$ cat src/rtl/scd_pkg.sv
// ---------------------------------------------------------------------------
// scd_pkg - shared types and constants of the serial command deframer
// Item structs, command and event codes, framing characters and the
// command-to-frame-length decode.
// ---------------------------------------------------------------------------
`default_nettype none

package scd_pkg;

	typedef struct packed {
		logic [1:0] command;
		logic [7:0] rx_byte;
		logic       download_active;
	} in_item_t;

	typedef struct packed {
		logic        event_res;
		logic [7:0]  frame_command;
		logic [55:0] payload;
		logic [2:0]  payload_len;
	} out_item_t;

	localparam logic [1:0] CMD_BYTE     = 2'd0;
	localparam logic [1:0] CMD_TICK     = 2'd1;
	localparam logic [1:0] CMD_LINE_ERR = 2'd2;

	localparam logic EV_FRAME      = 1'b0;
	localparam logic EV_NEXT_BLOCK = 1'b1;

	localparam logic [7:0] START_BYTE      = 8'h2A;
	localparam logic [7:0] NEXT_BLOCK_BYTE = 8'h23;
	localparam logic [7:0] CHAR_LOWER_Y    = 8'h79;
	localparam logic [7:0] CHAR_LOWER_A    = 8'h61;
	localparam logic [7:0] CHAR_UPPER_A    = 8'h41;
	localparam logic [7:0] CHAR_COLON      = 8'h3A;

	localparam logic [15:0] TIMEOUT_RESET = 16'd504;

	// longest frame accepted; lengths above it are dropped at the command byte
	localparam int MAX_FRAME_BYTES = 10;
	// longest length the decode can produce
	localparam logic [3:0] FRAME_LEN_MAX = 4'd10;

	function automatic logic [3:0] frame_length(input logic [7:0] c);
		logic [3:0] len;
		if (c >= CHAR_LOWER_Y) begin
			len = 4'd5;
		end else if (c >= CHAR_LOWER_A) begin
			len = 4'd4;
		end else if (c >= CHAR_UPPER_A) begin
			len = 4'd3;
		end else if (c >= CHAR_COLON) begin
			len = 4'd9;
		end else begin
			len = 4'd10;
		end
		return len;
	endfunction

endpackage

`default_nettype wire

$ cat src/rtl/scd_frame.sv
// ---------------------------------------------------------------------------
// scd_frame - frame state and single-pass step logic
// Holds the partial frame, running XOR and timeout counter; on each go
// strobe applies one item and reports at most one result.
// ---------------------------------------------------------------------------
`default_nettype none

module scd_frame
	import scd_pkg::*;
(
	input  wire logic        clk,
	input  wire logic        arst_n,
	input  wire logic        go,
	input  wire in_item_t    item,
	input  wire logic [15:0] timeout_ticks,
	output logic             res_valid,
	output out_item_t        res
);

	logic [3:0]  byte_count_q,   byte_count_n;
	logic [3:0]  expected_len_q, expected_len_n;
	logic [7:0]  running_xor_q,  running_xor_n;
	logic [7:0]  held_command_q, held_command_n;
	logic [55:0] payload_q,      payload_n;
	logic [15:0] timeout_left_q, timeout_left_n;

	always_comb begin
		logic [3:0] pos;
		logic [4:0] count_inc;
		logic [7:0] xor_inc;
		logic [3:0] len;
		logic [2:0] idx;

		byte_count_n   = byte_count_q;
		expected_len_n = expected_len_q;
		running_xor_n  = running_xor_q;
		held_command_n = held_command_q;
		payload_n      = payload_q;
		timeout_left_n = timeout_left_q;
		res_valid      = 1'b0;
		res            = '0;
		pos            = byte_count_q;
		count_inc      = {1'b0, byte_count_q} + 5'd1;
		xor_inc        = running_xor_q ^ item.rx_byte;
		len            = frame_length(item.rx_byte);
		idx            = 3'(byte_count_q - 4'd2);

		if (go) begin
			unique case (item.command)
				CMD_TICK: begin
					if (timeout_left_q != 16'd0) begin
						timeout_left_n = timeout_left_q - 16'd1;
					end
				end
				CMD_LINE_ERR: begin
					byte_count_n   = '0;
					expected_len_n = '0;
					running_xor_n  = '0;
					held_command_n = '0;
					payload_n      = '0;
				end
				CMD_BYTE: begin
					// expired partial frame
					if (byte_count_q != 4'd0 && timeout_left_q == 16'd0) begin
						byte_count_n   = '0;
						expected_len_n = '0;
						running_xor_n  = '0;
						held_command_n = '0;
						payload_n      = '0;
					end
					pos       = byte_count_n;
					count_inc = {1'b0, byte_count_n} + 5'd1;
					xor_inc   = running_xor_n ^ item.rx_byte;
					idx       = 3'(byte_count_n - 4'd2);

					if (item.download_active && item.rx_byte == NEXT_BLOCK_BYTE) begin
						res_valid     = 1'b1;
						res.event_res = EV_NEXT_BLOCK;
					end else if (pos == 4'd0) begin
						if (item.rx_byte == START_BYTE) begin
							byte_count_n   = 4'd1;
							expected_len_n = '0;
							running_xor_n  = item.rx_byte;
							held_command_n = '0;
							payload_n      = '0;
							timeout_left_n = timeout_ticks;
						end
					end else if (pos == 4'd1) begin
						if ({1'b0, len} > 5'(MAX_FRAME_BYTES)) begin
							byte_count_n   = '0;
							expected_len_n = '0;
							running_xor_n  = '0;
							held_command_n = '0;
							payload_n      = '0;
						end else begin
							byte_count_n   = 4'(count_inc);
							running_xor_n  = xor_inc;
							held_command_n = item.rx_byte;
							expected_len_n = len;
						end
					end else begin
						if (count_inc < {1'b0, expected_len_n} && pos >= 4'd2
						    && (pos - 4'd2) < 4'd7) begin
							payload_n[{idx, 3'b000} +: 8] =
								payload_n[{idx, 3'b000} +: 8] | item.rx_byte;
						end
						if (count_inc >= {1'b0, expected_len_n}) begin
							if (xor_inc == 8'd0) begin
								res_valid         = 1'b1;
								res.event_res     = EV_FRAME;
								res.frame_command = held_command_n;
								res.payload       = payload_n;
								res.payload_len   = 3'(expected_len_n - 4'd3);
							end
							byte_count_n   = '0;
							expected_len_n = '0;
							running_xor_n  = '0;
							held_command_n = '0;
							payload_n      = '0;
						end else begin
							byte_count_n  = 4'(count_inc);
							running_xor_n = xor_inc;
						end
					end
				end
				default: begin
				end
			endcase
		end
	end

	always_ff @(posedge clk or negedge arst_n) begin
		if (!arst_n) begin
			byte_count_q   <= '0;
			expected_len_q <= '0;
			running_xor_q  <= '0;
			held_command_q <= '0;
			payload_q      <= '0;
			timeout_left_q <= '0;
		end else begin
			byte_count_q   <= byte_count_n;
			expected_len_q <= expected_len_n;
			running_xor_q  <= running_xor_n;
			held_command_q <= held_command_n;
			payload_q      <= payload_n;
			timeout_left_q <= timeout_left_n;
		end
	end

	a_count_bound: assert property (@(posedge clk) disable iff (!arst_n)
		byte_count_q <= FRAME_LEN_MAX)
		else $error("frame byte count beyond longest frame");

	a_idle_clean: assert property (@(posedge clk) disable iff (!arst_n)
		byte_count_q == 4'd0 |-> running_xor_q == 8'd0 && payload_q == 56'd0)
		else $error("idle with stale frame state");

	a_len_known: assert property (@(posedge clk) disable iff (!arst_n)
		byte_count_q >= 4'd2 |-> expected_len_q >= 4'd3 && byte_count_q < expected_len_q)
		else $error("frame length not decoded or overrun");

	a_no_result_idle: assert property (@(posedge clk) disable iff (!arst_n)
		!go |-> !res_valid)
		else $error("result without a request");

endmodule

`default_nettype wire

$ cat src/rtl/serial_command_deframer.sv
// ---------------------------------------------------------------------------
// serial_command_deframer - start byte / XOR checksum frame parser
//
// Input channel (in_valid, in_stall, in_item): one request per received
// byte, 1 ms tick or line error. Output channel (out_valid, out_stall,
// out_item): a checked frame, or a next-block request while a download is
// active. Config channel (cfg_valid, cfg_ready, cfg_data): timeout in ticks,
// always ready; the user must write it only while the block is idle, as the
// block does not enforce this. A request is registered on acceptance and is
// processed once the output register can advance; its result, if any, is
// registered there. One request per cycle is sustained unless the receiver
// stalls: a single-pass step between the input and output registers. When
// the receiver stalls, the output register holds and the input register
// fills; in_stall rises only while both are occupied and out_stall is high.
// Reset clears the frame state, empties both registers and loads the
// timeout with 504 ticks.
// ---------------------------------------------------------------------------
`default_nettype none

module serial_command_deframer
	import scd_pkg::*;
(
	input  wire logic        clk,
	input  wire logic        arst_n,
	input  wire logic        in_valid,
	output logic             in_stall,
	input  wire in_item_t    in_item,
	output logic             out_valid,
	input  wire logic        out_stall,
	output out_item_t        out_item,
	input  wire logic        cfg_valid,
	output logic             cfg_ready,
	input  wire logic [15:0] cfg_data
);

	logic        valid_s1;
	in_item_t    item_s1;
	logic        out_valid_q;
	out_item_t   out_item_q;
	logic [15:0] timeout_ticks_q;
	logic        adv;
	logic        go;
	logic        res_valid;
	out_item_t   res;

	assign adv       = !out_valid_q || !out_stall;
	assign go        = valid_s1 && adv;
	assign in_stall  = valid_s1 && !adv;
	assign cfg_ready = 1'b1;
	assign out_valid = out_valid_q;
	assign out_item  = out_item_q;

	always_ff @(posedge clk or negedge arst_n) begin
		if (!arst_n) begin
			valid_s1        <= 1'b0;
			out_valid_q     <= 1'b0;
			timeout_ticks_q <= TIMEOUT_RESET;
		end else begin
			if (in_valid && !in_stall) begin
				valid_s1 <= 1'b1;
			end else if (adv) begin
				valid_s1 <= 1'b0;
			end
			if (adv) begin
				out_valid_q <= go && res_valid;
			end
			if (cfg_valid && cfg_ready) begin
				timeout_ticks_q <= cfg_data;
			end
		end
	end

	always_ff @(posedge clk) begin
		if (in_valid && !in_stall) begin
			item_s1 <= in_item;
		end
		if (go && res_valid) begin
			out_item_q <= res;
		end
	end

	scd_frame u_frame (
		.clk           (clk),
		.arst_n        (arst_n),
		.go            (go),
		.item          (item_s1),
		.timeout_ticks (timeout_ticks_q),
		.res_valid     (res_valid),
		.res           (res)
	);

endmodule

`default_nettype wire

$ cat config.mk
export PLATFORM = sky130hd
export DESIGN_NAME = serial_command_deframer
export DESIGN_NICKNAME = d
export VERILOG_FILES = /design/src/rtl/scd_pkg.sv /design/src/rtl/scd_frame.sv /design/src/rtl/serial_command_deframer.sv
export SDC_FILE = /design/constraint.sdc
export NUM_CORES = 1
export LEC_CHECK = 0
export ABC_AREA = 1
export BUFFER_PORTS_ARGS = -buffer_cell sky130_fd_sc_hd__buf_2
export CORE_MARGIN = 2
export CORE_UTILIZATION = 27
export DETAILED_ROUTE_END_ITERATION = 7
export SLEW_MARGIN = 5
export SYNTH_ARGS = -nofsm -noshare
export SYNTH_HDL_FRONTEND = slang
export SYNTH_SLANG_ARGS = --single-unit
$ cat constraint.sdc
create_clock -name clk -period 4.5 [get_ports clk]
set_clock_uncertainty 0.1 [all_clocks]
set_input_delay 0.9 -clock clk [delete_from_list [all_inputs] [get_ports clk]]
set_output_delay 0.9 -clock clk [all_outputs]
set_load 0.02 [all_outputs]
==> results.sh <==
export IMPL_dp_hpwl_um=28700
export IMPL_p_leak_nw=6.01
export IMPL_grt_max_degree=63
export IMPL_cp_arrival_ns=4.04
export IMPL_crit_path_top_delay_cell="buf_4"
export IMPL_cpMostUsedCell="nand2_1"
export IMPL_rows=76
export IMPL_drv_cap=0
export IMPL_gr_total_overflow=0
export IMPL_required_ns=4.52
export IMPL_initial_core_util_pct=27.3
export IMPL_first_pass_iters=5
export IMPL_avgRoutedWirePerCell_um=18.2
export IMPL_yosys_area_top_type="dfrtp_1"
export IMPL_ys_ff_latch=193
export IMPL_path_class="register to register"
export IMPL_numCtsBuffers=17
export IMPL_synth_fp_nets=1620
export IMPL_p_total_mw=5.46
export IMPL_cts_hold_buf=0
export IMPL_crit_buf_inv=5
export IMPL_slew_viol_final=0
export IMPL_postSynthAreaPerCell_um2=7.42
export IMPL_area_growth_pct=14.9
export IMPL_reg2reg_from="u_frame.timeout_left_q[0]"
export IMPL_crit_path_end="out_item[19]"
export IMPL_ys_types=50
export IMPL_cts_clk_slew_worst_paths_ns=0.08
export IMPL_die_x_um=212
export IMPL_r2r_setup_slack_ns=0.47
export IMPL_ios=103
export IMPL_async_flop_share_pct=59.1
export IMPL_crit_family="simple AND/OR/NAND/NOR gates"
export IMPL_root_buffer="clkbuf_16"
export IMPL_fin_nets=1686
export IMPL_worst_path_stages=20
export IMPL_cts_sinks=193
export IMPL_status="finished, final reports clean"
export IMPL_cp_end_kind="register"
export IMPL_synth_edff_count=79
export IMPL_slew_headroom_pct=35.2
export IMPL_grt_pass1_vias=10800
export IMPL_slowest_delay_ns=0.44
export IMPL_via_per_inst=5.01
export IMPL_synth_top_cells_by_area="dfrtp_1 (23%), edfxtp_1 (20%), nand2_1 (17%)"
export IMPL_final_common_cell="nand2_1"
export IMPL_whs_ns=0.385
export IMPL_drt_initial_drc_count=1051
export IMPL_portBuffers=101
export IMPL_synth_top_cell_area_share_pct=23.1
export IMPL_vias=11300
export IMPL_worst_path_max_fanout=41
export IMPL_final_cell_mix="nand2_1 (534), a21oi_1 (121), o21ai_0 (116)"
export IMPL_powerDensity_nw_per_um2=405
export IMPL_antenna_found_initial=1
export IMPL_final_min_clock_period_ns=4.03
export IMPL_postCtsSetupRepairBufs=0
export IMPL_final_hold_violation_count=0
export IMPL_grt_usage_pct=18.4
export IMPL_worstMarginPinSlew_ns=0.966
export IMPL_ys_flop_type="dfrtp_1"
export IMPL_fp_dieArea_um2=45100
export IMPL_rsz0062_at_grt="false"
export IMPL_fin_crit_sh_pct=89.5
export IMPL_cts_tree="yes"
export IMPL_synthCells=1580
export IMPL_cts_resized=0
export IMPL_hold_class="register to register"
export IMPL_setup_viol=0
export IMPL_place_congestion=0.980
export IMPL_drc=0
export IMPL_htreeDepth=4
export IMPL_setup_tns_ns=0
export IMPL_ys_warn_count=0
export IMPL_cp_startpoint="u_frame.timeout_left_q[0]"
export IMPL_final_layout_size_suffix_gt1_share_pct=14.9
export IMPL_startpoint_type="register"
export IMPL_grt_pass1_wl_um=63300
export IMPL_ir_drop_mv=0.273
export IMPL_yosysSeqAreaShare_pct=44.6
export IMPL_clock_path_buffers=2
export IMPL_synthesis_area_um2=11700
export IMPL_crit_chain="inv_1 > ha_1 > nand2_1 > nor2_4 > nand3_4 > nand2_1 > inv_2 > xor2_1 > ha_1 > nand2_1 > nor2_1 > nand3b_1 > nand2_1 > inv_2 > nand2_2 > nand2_4 > inv_2 > nand2_1 > nand2_4 > buf_4"
export IMPL_fmax_mhz=248
export IMPL_die_h_um=212
export IMPL_clock_latency_ns=0.49
export IMPL_r2r_cells=20
export IMPL_wirelength_um=40900
export IMPL_r2r_end="out_item[19]"
export IMPL_ant_nets=0
export IMPL_coreArea_um2=43000
==> area by class of cell <==
| class | count | area (um2) |
|---|---|---|
| multi-input cells | 1167 | 5600 |
| clock buffers | 17 | 425 |
| repair buffers | 138 | 823 |
| flip-flops and latches | 193 | 5230 |
| inverters | 129 | 484 |
| diodes | 1 | 2.50 |
| fillers | 4640 | 29500 |
| clock inverters | 15 | 175 |
| well taps | 585 | 732 |
==> per-layer routing <==
metal  global-route usage [%]  vias to the layer above  share of wire (%)
met5                        0                        -                  0
met4                     7.38                        0                2.6
met3                     4.08                       65                7.2
met2                     29.3                      439                 47
met1                     24.2                     5375                 43
li1                         -                     5378                  -
==> where the power goes <==
group          internal, mW  switching (mW)  total, mW  leakage (nW)
logic                 0.482            1.26       1.75          3.48
clock network         0.758           0.829       1.59         0.296
registers              1.98           0.141       2.12          2.23
==> synthesized netlist by cell type, types with 4 or more instances <==
cell type	instances
nand2_1	535
a21oi_1	121
o21ai_0	116
inv_1	112
nor2_1	111
dfrtp_1	108
edfxtp_1	79
nand3_1	67
clkbuf_1	42
o211ai_1	36
o21ai_1	27
buf_2	26
nand4_1	19
nor2_2	18
o22ai_1	16
inv_2	14
buf_4	12
a31oi_1	11
xor2_1	11
mux2_2	9
buf_1	8
ha_1	8
nor3_1	8
nand2_2	7
dfstp_2	6
nor2_4	5
o21a_1	5
o21ai_2	4
==> per-stage QoR <==
step	util [%]	cell area, um2	worst slack (ns)	cells
finish	31.3	13500	0.472	2245
global route	31.3	13500	0.158	2244
CTS	31.3	13500	0.457	2244
detailed placement	29.9	12900	0.484	2212
global placement	29.9	12900	0.595	2212
floorplan	-	11700	0.443	1580
==> worst min-delay path by stage <==
stage | from | to | cells after the start | slack, ns
after floorplan | u_frame.payload_q[25] | u_frame.payload_q[25] | 2 | 0.35
after global placement | u_frame.payload_q[25] | u_frame.payload_q[25] | 2 | 0.36
after detailed placement | u_frame.payload_q[25] | u_frame.payload_q[25] | 2 | 0.36
after CTS | u_frame.payload_q[25] | u_frame.payload_q[25] | 2 | 0.39
after global routing | timeout_ticks_q[5] | timeout_ticks_q[5] | 2 | 0.41
final | u_frame.expected_len_q[0] | u_frame.expected_len_q[0] | 2 | 0.39
==> worst register-to-register path: stages (launching register included) <==
cell and delay (ns):
dfrtp_1 0.36, inv_1 0.15, ha_1 0.19, nand2_1 0.12, nor2_4 0.22, nand3_4 0.23
nand2_1 0.23, inv_2 0.06, xor2_1 0.17, ha_1 0.33, nand2_1 0.08, nor2_1 0.08
nand3b_1 0.15, nand2_1 0.11, inv_2 0.05, nand2_2 0.10, nand2_4 0.12, inv_2 0.13
nand2_1 0.11, nand2_4 0.09, buf_4 0.44
==> cell families (layout without fill, tap and decap cells) <==
kind of cell | count (synthesis) | count (layout) | synth area share [%]
flip-flops | 193 | 193 | 44.6
buffers and inverters | 220 | 299 | 7.90
adder cells (fa/ha/maj) | 8 | 8 | 0.854
other | 1 | 2 | 0.0320
XOR/XNOR | 12 | 12 | 0.897
AND/OR/NAND/NOR | 784 | 784 | 27.9
multiplexers | 9 | 9 | 0.865
AO/OA/AOI/OAI | 353 | 353 | 16.9
==> state kept, by name (all words and copies together), names as in the netlist <==
| register | count |
|---|---|
| item_s1 | 11 |
| out_item | 68 |
| out_valid | 1 |
| timeout_ticks_q | 16 |
| u_frame.byte_count_q | 4 |
| u_frame.expected_len_q | 4 |
| u_frame.held_command_q | 8 |
| u_frame.payload_q | 56 |
| u_frame.running_xor_q | 8 |
| u_frame.timeout_left_q | 16 |
| valid_s1 | 1 |
Power figures use the tool's default switching activity.
